**src/rtl/egr_pkg.sv**
```systemverilog
// egr_pkg: shared types, codes and helpers of the exp-golomb rbsp reader
// used by egr_front, egr_exec, egr_value and exp_golomb_rbsp_reader_core
// no dependencies
package egr_pkg;

  localparam int WIN_BITS  = 64;
  localparam int CODE_BITS = 32;
  localparam int Q_DEPTH   = 2;

  localparam logic [2:0] MODE_PUSH    = 3'd0;
  localparam logic [2:0] MODE_FIXED   = 3'd1;
  localparam logic [2:0] MODE_UE      = 3'd2;
  localparam logic [2:0] MODE_SE      = 3'd3;
  localparam logic [2:0] MODE_ALIGN   = 3'd4;
  localparam logic [2:0] MODE_RESTART = 3'd5;

  localparam logic [7:0] EPB_BYTE = 8'h03;

  typedef enum logic [2:0] {
    OP_PUSH,
    OP_FIXED,
    OP_UE,
    OP_SE,
    OP_ALIGN,
    OP_RESTART,
    OP_NOP
  } op_t;

  typedef enum logic [1:0] {
    ST_OK    = 2'd0,
    ST_SHORT = 2'd1,
    ST_FULL  = 2'd2,
    ST_LONG  = 2'd3
  } status_t;

  typedef struct packed {
    op_t        op;
    logic [7:0] byte_value;
    logic [5:0] count;
  } cmd_t;

  typedef struct packed {
    op_t                 op;
    status_t             status;
    logic [5:0]          count;
    logic [4:0]          lz;
    logic                removed;
    logic [15:0]         removed_total;
    logic [7:0]          bits_available;
    logic [WIN_BITS-1:0] window;
  } stage_t;

  // leading zeros of a 32-bit field, 32 when all zero
  function automatic logic [5:0] clz32(input logic [CODE_BITS-1:0] x);
    logic [5:0] n;
    n = 6'd32;
    for (int i = 0; i < CODE_BITS; i++) begin
      if (x[i]) begin
        n = 6'(CODE_BITS - 1 - i);
      end
    end
    return n;
  endfunction

endpackage

```
**src/rtl/egr_front.sv**
```systemverilog
// egr_front: accepts command words, classifies them and queues them
// depends on egr_pkg
module egr_front #(
  parameter int MAX_FIELD_BITS = 32
) (
  input  logic          clk,
  input  logic          rst,
  input  logic          cmd_valid,
  output logic          cmd_stall,
  input  logic [2:0]    mode,
  input  logic [7:0]    byte_value,
  input  logic [5:0]    bit_count,
  output logic          q_valid,
  output egr_pkg::cmd_t q_cmd,
  input  logic          pop
);

  localparam int QAW = $clog2(egr_pkg::Q_DEPTH);

  egr_pkg::cmd_t entries [egr_pkg::Q_DEPTH];
  logic [QAW-1:0] wr_ptr;
  logic [QAW-1:0] rd_ptr;
  logic [QAW:0]   fill;
  egr_pkg::cmd_t  decoded;
  logic           push;

  always_comb begin
    unique case (mode)
      egr_pkg::MODE_PUSH:    decoded.op = egr_pkg::OP_PUSH;
      egr_pkg::MODE_FIXED:   decoded.op = egr_pkg::OP_FIXED;
      egr_pkg::MODE_UE:      decoded.op = egr_pkg::OP_UE;
      egr_pkg::MODE_SE:      decoded.op = egr_pkg::OP_SE;
      egr_pkg::MODE_ALIGN:   decoded.op = egr_pkg::OP_ALIGN;
      egr_pkg::MODE_RESTART: decoded.op = egr_pkg::OP_RESTART;
      default:               decoded.op = egr_pkg::OP_NOP;
    endcase
    decoded.byte_value = byte_value;
    // wide field reads saturate
    if (bit_count > 6'(MAX_FIELD_BITS)) begin
      decoded.count = 6'(MAX_FIELD_BITS);
    end else begin
      decoded.count = bit_count;
    end
  end

  assign cmd_stall = (fill == (QAW+1)'(egr_pkg::Q_DEPTH));
  assign push      = cmd_valid && !cmd_stall;
  assign q_valid   = (fill != '0);
  assign q_cmd     = entries[rd_ptr];

  always_ff @(posedge clk) begin
    if (push) begin
      entries[wr_ptr] <= decoded;
    end
  end

  always_ff @(posedge clk) begin
    if (rst) begin
      wr_ptr <= '0;
      rd_ptr <= '0;
      fill   <= '0;
    end else begin
      if (push) begin
        wr_ptr <= wr_ptr + 1'b1;
      end
      if (pop) begin
        rd_ptr <= rd_ptr + 1'b1;
      end
      if (push && !pop) begin
        fill <= fill + 1'b1;
      end else if (pop && !push) begin
        fill <= fill - 1'b1;
      end
    end
  end

endmodule

```
**src/rtl/egr_exec.sv**
```systemverilog
// egr_exec: bit buffer, read pointer and unit state; runs one command per cycle
// while its output is taken; depends on egr_pkg
module egr_exec #(
  parameter int BUFFER_BYTES = 16
) (
  input  logic            clk,
  input  logic            rst,
  input  logic            q_valid,
  input  egr_pkg::cmd_t   cmd,
  output logic            pop,
  input  logic            a_take,
  output logic            a_valid,
  output egr_pkg::stage_t a
);

  localparam int CAP_BITS = BUFFER_BYTES * 8;
  localparam int PW = $clog2(CAP_BITS);
  localparam int FW = $clog2(CAP_BITS + 1);
  localparam int BW = $clog2(BUFFER_BYTES);
  localparam int WB = egr_pkg::WIN_BITS;

  logic [7:0]    bit_store [BUFFER_BYTES];
  logic [PW-1:0] read_pointer;
  logic [FW-1:0] fill_level;
  logic [15:0]   recent_raw_bytes;
  logic [1:0]    raw_byte_index;
  logic [15:0]   removed_count;

  logic [PW-1:0] read_pointer_next;
  logic [FW-1:0] fill_level_next;
  logic [15:0]   recent_raw_bytes_next;
  logic [1:0]    raw_byte_index_next;
  logic [15:0]   removed_count_next;

  logic [CAP_BITS-1:0] lin;
  logic [WB-1:0]       window;
  logic [5:0]          lz;
  logic [FW:0]         fill_w;
  logic [5:0]          consume;
  egr_pkg::status_t    status;
  logic                removed;
  logic                wr_en;
  logic [FW:0]         wr_pos;
  logic [BW-1:0]       wr_byte;
  logic [PW:0]         rp_sum;
  logic [2:0]          skip;
  logic                issue;

  assign issue  = q_valid && (!a_valid || a_take);
  assign pop    = issue;
  assign fill_w = {1'b0, fill_level};

  always_comb begin
    for (int b = 0; b < BUFFER_BYTES; b++) begin
      for (int j = 0; j < 8; j++) begin
        lin[b*8 + j] = bit_store[b][7-j];
      end
    end
  end

  // window of upcoming bits, first bit at the msb, zero past the fill level
  always_comb begin
    logic [PW:0] idx;
    for (int k = 0; k < WB; k++) begin
      idx = {1'b0, read_pointer} + (PW+1)'(k);
      if (idx >= (PW+1)'(CAP_BITS)) begin
        idx = idx - (PW+1)'(CAP_BITS);
      end
      window[WB-1-k] = lin[idx[PW-1:0]] && (32'(k) < 32'(fill_level));
    end
  end

  assign lz = egr_pkg::clz32(window[WB-1 -: egr_pkg::CODE_BITS]);

  always_comb begin
    status                = egr_pkg::ST_OK;
    removed               = 1'b0;
    wr_en                 = 1'b0;
    consume               = '0;
    skip                  = '0;
    recent_raw_bytes_next = recent_raw_bytes;
    raw_byte_index_next   = raw_byte_index;
    removed_count_next    = removed_count;
    unique case (cmd.op)
      egr_pkg::OP_PUSH: begin
        if (raw_byte_index == 2'd3 && recent_raw_bytes == 16'h0000 &&
            cmd.byte_value == egr_pkg::EPB_BYTE) begin
          removed = 1'b1;
          if (removed_count != 16'hFFFF) begin
            removed_count_next = removed_count + 16'd1;
          end
        end else if (fill_w + (FW+1)'(8) > (FW+1)'(CAP_BITS)) begin
          status = egr_pkg::ST_FULL;
        end else begin
          wr_en = 1'b1;
        end
        if (status == egr_pkg::ST_OK) begin
          recent_raw_bytes_next = {recent_raw_bytes[7:0], cmd.byte_value};
          if (raw_byte_index != 2'd3) begin
            raw_byte_index_next = raw_byte_index + 2'd1;
          end
        end
      end
      egr_pkg::OP_FIXED: begin
        if (32'(cmd.count) > 32'(fill_level)) begin
          status = egr_pkg::ST_SHORT;
        end else begin
          consume = cmd.count;
        end
      end
      egr_pkg::OP_UE, egr_pkg::OP_SE: begin
        if (lz == 6'd32 && 32'(fill_level) >= 32'd32) begin
          status = egr_pkg::ST_LONG;
        end else if (32'(lz) >= 32'(fill_level)) begin
          status = egr_pkg::ST_SHORT;
        end else if (32'({lz[4:0], 1'b1}) > 32'(fill_level)) begin
          status = egr_pkg::ST_SHORT;
        end else begin
          consume = {lz[4:0], 1'b1};
        end
      end
      egr_pkg::OP_ALIGN: begin
        skip = 3'(4'd8 - {1'b0, read_pointer[2:0]});
        if (32'(skip) > 32'(fill_level)) begin
          skip = fill_level[2:0];
        end
        consume = {3'b000, skip};
      end
      egr_pkg::OP_RESTART: begin
        recent_raw_bytes_next = '0;
        raw_byte_index_next   = '0;
        removed_count_next    = '0;
      end
      egr_pkg::OP_NOP: begin
      end
      default: begin
      end
    endcase
  end

  always_comb begin
    rp_sum = {1'b0, read_pointer} + (PW+1)'(consume);
    if (rp_sum >= (PW+1)'(CAP_BITS)) begin
      rp_sum = rp_sum - (PW+1)'(CAP_BITS);
    end
    wr_pos = (FW+1)'(read_pointer) + fill_w;
    if (wr_pos >= (FW+1)'(CAP_BITS)) begin
      wr_pos = wr_pos - (FW+1)'(CAP_BITS);
    end
    wr_byte = BW'(wr_pos >> 3);
    if (cmd.op == egr_pkg::OP_RESTART) begin
      read_pointer_next = '0;
      fill_level_next   = '0;
    end else if (wr_en) begin
      read_pointer_next = read_pointer;
      fill_level_next   = fill_level + FW'(8);
    end else begin
      read_pointer_next = rp_sum[PW-1:0];
      fill_level_next   = fill_level - FW'(consume);
    end
  end

  always_ff @(posedge clk) begin
    if (issue && wr_en) begin
      bit_store[wr_byte] <= cmd.byte_value;
    end
  end

  always_ff @(posedge clk) begin
    if (issue) begin
      a.op             <= cmd.op;
      a.status         <= status;
      a.count          <= cmd.count;
      a.lz             <= lz[4:0];
      a.removed        <= removed;
      a.removed_total  <= removed_count_next;
      a.bits_available <= 8'(fill_level_next);
      a.window         <= window;
    end
  end

  always_ff @(posedge clk) begin
    if (rst) begin
      read_pointer     <= '0;
      fill_level       <= '0;
      recent_raw_bytes <= '0;
      raw_byte_index   <= '0;
      removed_count    <= '0;
      a_valid          <= 1'b0;
    end else begin
      if (issue) begin
        read_pointer     <= read_pointer_next;
        fill_level       <= fill_level_next;
        recent_raw_bytes <= recent_raw_bytes_next;
        raw_byte_index   <= raw_byte_index_next;
        removed_count    <= removed_count_next;
        a_valid          <= 1'b1;
      end else if (a_take) begin
        a_valid <= 1'b0;
      end
    end
  end

  assert property (@(posedge clk) disable iff (rst)
    32'(fill_level) <= 32'(CAP_BITS))
    else $error("fill level above buffer size");

  assert property (@(posedge clk) disable iff (rst)
    32'(read_pointer) < 32'(CAP_BITS))
    else $error("read pointer outside buffer");

  assert property (@(posedge clk) disable iff (rst)
    issue && cmd.op == egr_pkg::OP_RESTART |=> fill_level == '0 && removed_count == '0)
    else $error("restart left state behind");

endmodule

```
**src/rtl/egr_value.sv**
```systemverilog
// egr_value: forms decoded values from the captured bit window and holds the result word
// depends on egr_pkg
module egr_value (
  input  logic               clk,
  input  logic               rst,
  input  logic               a_valid,
  input  egr_pkg::stage_t    a,
  output logic               a_take,
  output logic               res_valid,
  input  logic               res_stall,
  output logic [1:0]         status,
  output logic signed [32:0] value,
  output logic               byte_removed,
  output logic [15:0]        removed_total,
  output logic [7:0]         bits_available
);

  localparam int WB = egr_pkg::WIN_BITS;

  logic [WB-1:0] fixed_bits;
  logic [WB-1:0] code;
  logic [WB-1:0] half;
  logic [32:0]   val;

  assign a_take = a_valid && (!res_valid || !res_stall);

  // code is the leading one plus the info bits, i.e. codenum + 1
  always_comb begin
    fixed_bits = a.window >> (7'd64 - {1'b0, a.count});
    code       = (a.window << a.lz) >> (6'd63 - {1'b0, a.lz});
    half       = code >> 1;
    val        = '0;
    if (a.status == egr_pkg::ST_OK) begin
      unique case (a.op)
        egr_pkg::OP_FIXED: begin
          if (a.count != '0) begin
            val = 33'(fixed_bits);
          end
        end
        egr_pkg::OP_UE: val = 33'(code) - 33'd1;
        egr_pkg::OP_SE: begin
          if (code[0]) begin
            val = 33'd0 - 33'(half);
          end else begin
            val = 33'(half);
          end
        end
        default: val = '0;
      endcase
    end
  end

  always_ff @(posedge clk) begin
    if (a_take) begin
      status         <= a.status;
      value          <= val;
      byte_removed   <= a.removed;
      removed_total  <= a.removed_total;
      bits_available <= a.bits_available;
    end
  end

  always_ff @(posedge clk) begin
    if (rst) begin
      res_valid <= 1'b0;
    end else if (a_take) begin
      res_valid <= 1'b1;
    end else if (!res_stall) begin
      res_valid <= 1'b0;
    end
  end

endmodule

```
**src/rtl/exp_golomb_rbsp_reader_core.sv**
```systemverilog
// exp_golomb_rbsp_reader_core: exp-golomb rbsp reader top level
// depends on egr_pkg, egr_front, egr_exec, egr_value
//
// command channel (cmd_valid/cmd_stall): one word per command; mode selects
// push byte, fixed read of bit_count bits, ue read, se read, byte align or
// restart. push words carry the raw byte in byte_value; emulation-prevention
// bytes (00 00 03) are dropped on the way into the bit buffer, from the fourth byte on.
// result channel (res_valid/res_stall): exactly one result word per command,
// in order: status, value, byte_removed, removed_total, bits_available.
// throughput: one command per cycle unless results stall; the execute stage peeks the
// bit window, finds leading zeros and advances the read pointer.
// a command passes through the command queue entry, the execute register and
// the value/result register before its result is valid.
// a stalled result holds; the two-entry command queue and the execute register
// keep absorbing commands until they fill, then cmd_stall rises.
// reset clears the queue, read pointer, fill level, raw byte history and
// removal count; buffer contents are not cleared and are never read unwritten.
module exp_golomb_rbsp_reader_core #(
  parameter int BUFFER_BYTES   = 16,
  parameter int MAX_FIELD_BITS = 32
) (
  input  logic               clk,
  input  logic               rst,
  input  logic               cmd_valid,
  output logic               cmd_stall,
  input  logic [2:0]         mode,
  input  logic [7:0]         byte_value,
  input  logic [5:0]         bit_count,
  output logic               res_valid,
  input  logic               res_stall,
  output logic [1:0]         status,
  output logic signed [32:0] value,
  output logic               byte_removed,
  output logic [15:0]        removed_total,
  output logic [7:0]         bits_available
);

  logic            q_valid;
  egr_pkg::cmd_t   q_cmd;
  logic            pop;
  logic            a_valid;
  logic            a_take;
  egr_pkg::stage_t a;

  egr_front #(
    .MAX_FIELD_BITS(MAX_FIELD_BITS)
  ) u_front (
    .clk       (clk),
    .rst       (rst),
    .cmd_valid (cmd_valid),
    .cmd_stall (cmd_stall),
    .mode      (mode),
    .byte_value(byte_value),
    .bit_count (bit_count),
    .q_valid   (q_valid),
    .q_cmd     (q_cmd),
    .pop       (pop)
  );

  egr_exec #(
    .BUFFER_BYTES(BUFFER_BYTES)
  ) u_exec (
    .clk    (clk),
    .rst    (rst),
    .q_valid(q_valid),
    .cmd    (q_cmd),
    .pop    (pop),
    .a_take (a_take),
    .a_valid(a_valid),
    .a      (a)
  );

  egr_value u_value (
    .clk           (clk),
    .rst           (rst),
    .a_valid       (a_valid),
    .a             (a),
    .a_take        (a_take),
    .res_valid     (res_valid),
    .res_stall     (res_stall),
    .status        (status),
    .value         (value),
    .byte_removed  (byte_removed),
    .removed_total (removed_total),
    .bits_available(bits_available)
  );

endmodule
```
**config.mk**
```make
export PLATFORM = sky130hd
export DESIGN_NAME = exp_golomb_rbsp_reader_core
export DESIGN_NICKNAME = d
export VERILOG_FILES = /design/src/rtl/egr_pkg.sv /design/src/rtl/egr_front.sv /design/src/rtl/egr_exec.sv /design/src/rtl/egr_value.sv /design/src/rtl/exp_golomb_rbsp_reader_core.sv
export SDC_FILE = /design/constraint.sdc
export NUM_CORES = 2
export LEC_CHECK = 0
export ABC_AREA = 1
export ABC_CLOCK_PERIOD_IN_PS = 8230
export BUFFER_PORTS_ARGS = -buffer_cell sky130_fd_sc_hd__buf_2
export CORE_MARGIN = 1.5
export CORE_UTILIZATION = 40
export CTS_BUF_LIST = sky130_fd_sc_hd__clkbuf_8
export DETAILED_ROUTE_END_ITERATION = 16
export GPL_ROUTABILITY_DRIVEN = 0
export PLACE_DENSITY = 0.67
export SLEW_MARGIN = 20
export SYNTH_ARGS = -nofsm -noshare
export SYNTH_HDL_FRONTEND = slang
export SYNTH_HIERARCHICAL = 1
export SYNTH_SLANG_ARGS = --single-unit
```
**constraint.sdc**
```tcl
create_clock -name clk -period 8.23 [get_ports clk]
set_input_delay 0.823 -clock clk [delete_from_list [all_inputs] [get_ports clk]]
set_output_delay 0.823 -clock clk [all_outputs]
set_load 0.01 [all_outputs]
```
==> results_dict.tcl <==
set metrics [dict create \
    critPathMaxStageDelay_ps 410 \
    postCtsHoldBufs 0 \
    io_buffer_count 82 \
    most_prevalent_standard_cell_on_the_critical_path "sky130_fd_sc_hd__nor2_1" \
    finalMaxSlewViolations 0 \
    detailedRoute.firstPassIterationCount 8 \
    grt_first_pass_wirelength_mm 227 \
    postRouteAntennaNets 0 \
    most_common_cell_after_layout_fill_and_taps_aside "sky130_fd_sc_hd__nand2_1" \
    cells_after_synthesis 5789 \
    critical_path.startpoint_type "register" \
    worstRegToRegCells 45 \
    synth_cell_type_count 79 \
    floorplan.rows 112 \
    grt_remaining_overflow 0 \
    initial_core_utilization_pct 40.5 \
    transition_at_the_pin_with_the_smallest_max_transition_slack_ps 1250 \
    final_worst_slack_ps 539 \
    routedWlPerCell_um 21.8 \
    placed_cells_incl_taps 6923 \
    mean_post_synth_cell_area_um2 6.55 \
    clock_skew_ps 70.5 \
    worst_ep_required_time_ps 8680 \
    max_slew_margin_pct 16.4 \
    post_layout_min_period_ps 7690 \
    post_synth_instance_area_um2 37900 \
    crit_type "register to register" \
    io-pin-count 83 \
    global_route.usage.total_pct 30.1 \
    min_delay_worst_type "primary input to register" \
    clockRootBuffer "sky130_fd_sc_hd__clkbuf_8" \
    tritoncts "done" \
    die_h_um 311 \
    worstPathArrival_ps 8140 \
    numCtsBuffers 61 \
    grt_start_max_net_pins 134 \
    cp_slowest_cell "sky130_fd_sc_hd__ha_1" \
    path_max_fanout 10 \
    die_area_um2 96700 \
    synth_fp_nets 5883 \
    finalNonFillerCells 7060 \
    worst_setup_hold_path_clk_slew_ps 70 \
    hold-worst-slack_ps 302 \
    dp_hpwl_mm 115 \
    achievable-frequency_ghz 0.130 \
    via_count 43300 \
    ys_warn_count 6 \
    yosys_most_used_dff "sky130_fd_sc_hd__edfxtp_1" \
    ctsLongestPathBuffers 3 \
    detail_route.vias_per_cell 6.14 \
    number_of_global_route_vias_before_repair 38400 \
    area_growth_syn_to_layout_pct 8.69 \
    core-area_um2 93600 \
    insertion_delay_ps 750 \
    drt_iter0_drc 6934 \
    outcome "finished, final reports clean" \
    final_layout_size_suffix_gt1_share_pct 10.7 \
    antenna_found_initial 4 \
    worst_hold_path_stage_count 1 \
    async_reset_ff_share_pct 0 \
    synth_area_leader_cell "sky130_fd_sc_hd__edfxtp_1" \
    timing.critical_path.to_type "register" \
    final_cell_mix "sky130_fd_sc_hd__nand2_1, sky130_fd_sc_hd__nand3_1, sky130_fd_sc_hd__o21ai_0, sky130_fd_sc_hd__inv_1, sky130_fd_sc_hd__edfxtp_1" \
    synth_enable_flop_cells 327 \
    cts.sinks 383 \
    h-tree-depth 2 \
    worst_case_setup_slack_after_placement_ps 339 \
    synthDominantCellAreaShare_pct 25.9 \
    final_min_period_over_clock_period_pct 93.5 \
    die_width_um 311 \
    nNetsFinal 5843 \
    fillers 9800 \
    final-hold-violation-count 0 \
    synth-seq-cells 383 \
    ys_seq_area_share_pct 28.9 \
    final-setup-viol-count 0 \
    post_synth_main_area_contributors "sky130_fd_sc_hd__edfxtp_1, sky130_fd_sc_hd__nand3_1, sky130_fd_sc_hd__nand2_1" \
    max-cap-violations 0 \
    drt-total-wl_mm 154 \
    drc 0 \
]
[final cells by class]
cell class	count	area (µm²)	share of cell area (%)
multi-input combinational	4653	24100	58.4
sequential	383	10900	26.6
timing repair buffer	217	1670	4.04
inverter	431	1650	4.00
tap	1254	1570	3.81
clock buffer	68	936	2.27
clock inverter	48	357	0.865
timing repair inverter	2	10.0	0.0243
antenna	4	10.0	0.0243
[cell usage after synthesis, types with 56 or more instances]
cell type and instances:
sky130_fd_sc_hd__nand2_1 1529, sky130_fd_sc_hd__nand3_1 1334, sky130_fd_sc_hd__o21ai_0 490, sky130_fd_sc_hd__inv_1 384, sky130_fd_sc_hd__edfxtp_1 327, sky130_fd_sc_hd__nor2_1 322
sky130_fd_sc_hd__a21oi_1 182, sky130_fd_sc_hd__clkbuf_1 133, sky130_fd_sc_hd__buf_2 115, sky130_fd_sc_hd__xor2_1 105, sky130_fd_sc_hd__ha_1 71, sky130_fd_sc_hd__nand3_2 69
sky130_fd_sc_hd__mux2i_1 63, sky130_fd_sc_hd__a31oi_1 56, sky130_fd_sc_hd__dfxtp_1 56
[registers in the layout (all words and copies together), names as in the netlist, 2 cells and up, named ones only]
signal,cells
u_exec/a,105
u_exec/bit_store,128
u_exec/fill_level,8
u_exec/raw_byte_index,2
u_exec/read_pointer,7
u_exec/recent_raw_bytes,16
u_exec/removed_count,16
u_front/entries,34
u_front/fill,2
u_value/bits_available,8
u_value/removed_total,16
u_value/status,2
u_value/value,33
[metrics by stage]
stage	setup TNS [ps]	cell area, µm²	util [%]
after floorplan	0	37900	-
after global placement	0	39300	42.0
after detailed placement	0	39300	42.0
after CTS	0	40600	43.4
after global routing	-145	41200	44.0
final	0	41200	44.0
[final timing paths]
path                                   endpoint                           startpoint  slack (ps)
max reg2reg              u_exec/a[71]$_DFFE_PP_  u_exec/read_pointer[4]$_SDFFE_PP0P_         540
min             u_front/entries[1][9]$_DFFE_PP_                        byte_value[3]         300
min reg2reg  u_value/removed_total[0]$_DFFE_PP_               u_exec/a[72]$_DFFE_PP_         420
max                      u_exec/a[71]$_DFFE_PP_  u_exec/read_pointer[4]$_SDFFE_PP0P_         540
[kinds of logic (layout without fill, tap and decap cells)]
kind of cell	count (synthesis)	after routing	share of synthesized area (%)
adders and majority gates	73	73	2.45
other	0	4	0
and+or+nand+nor	3427	3427	40.9
muxes	80	80	2.27
DFF	383	383	28.9
AOI/OAI and AO/OA	953	953	14.3
buffers and inverters	753	766	8.35
xor gates and xnor gates	120	120	2.96
[what timing repair did]
item | 4_1_cts | 5_1_grt
setup buffers | 0 | 11
endpoints found under the setup margin | 0 | 14
gates resized for setup | 0 | 91
[critical path: cells and delay by family, from the launching register on]
family / cells / cell delay [ps]
flops: 1 / 320
xor+xnor: 2 / 470
simple gates: 18 / 1930
fa+ha+maj: 3 / 1050
compound gates: 15 / 2690
buf+inv: 7 / 940
[metal layers]
layer  GRT usage [%]  routed length, µm  part of all wire (%)
met5               0                  0                     0
met4            17.1              10500                   6.9
met3            7.14              20200                    13
met2            45.8              64900                    42
met1            39.0              58100                    38
Power is left out: the tool's default activity adds up to more than one toggle a clock period on the data nets, which glitch-free logic cannot reach.
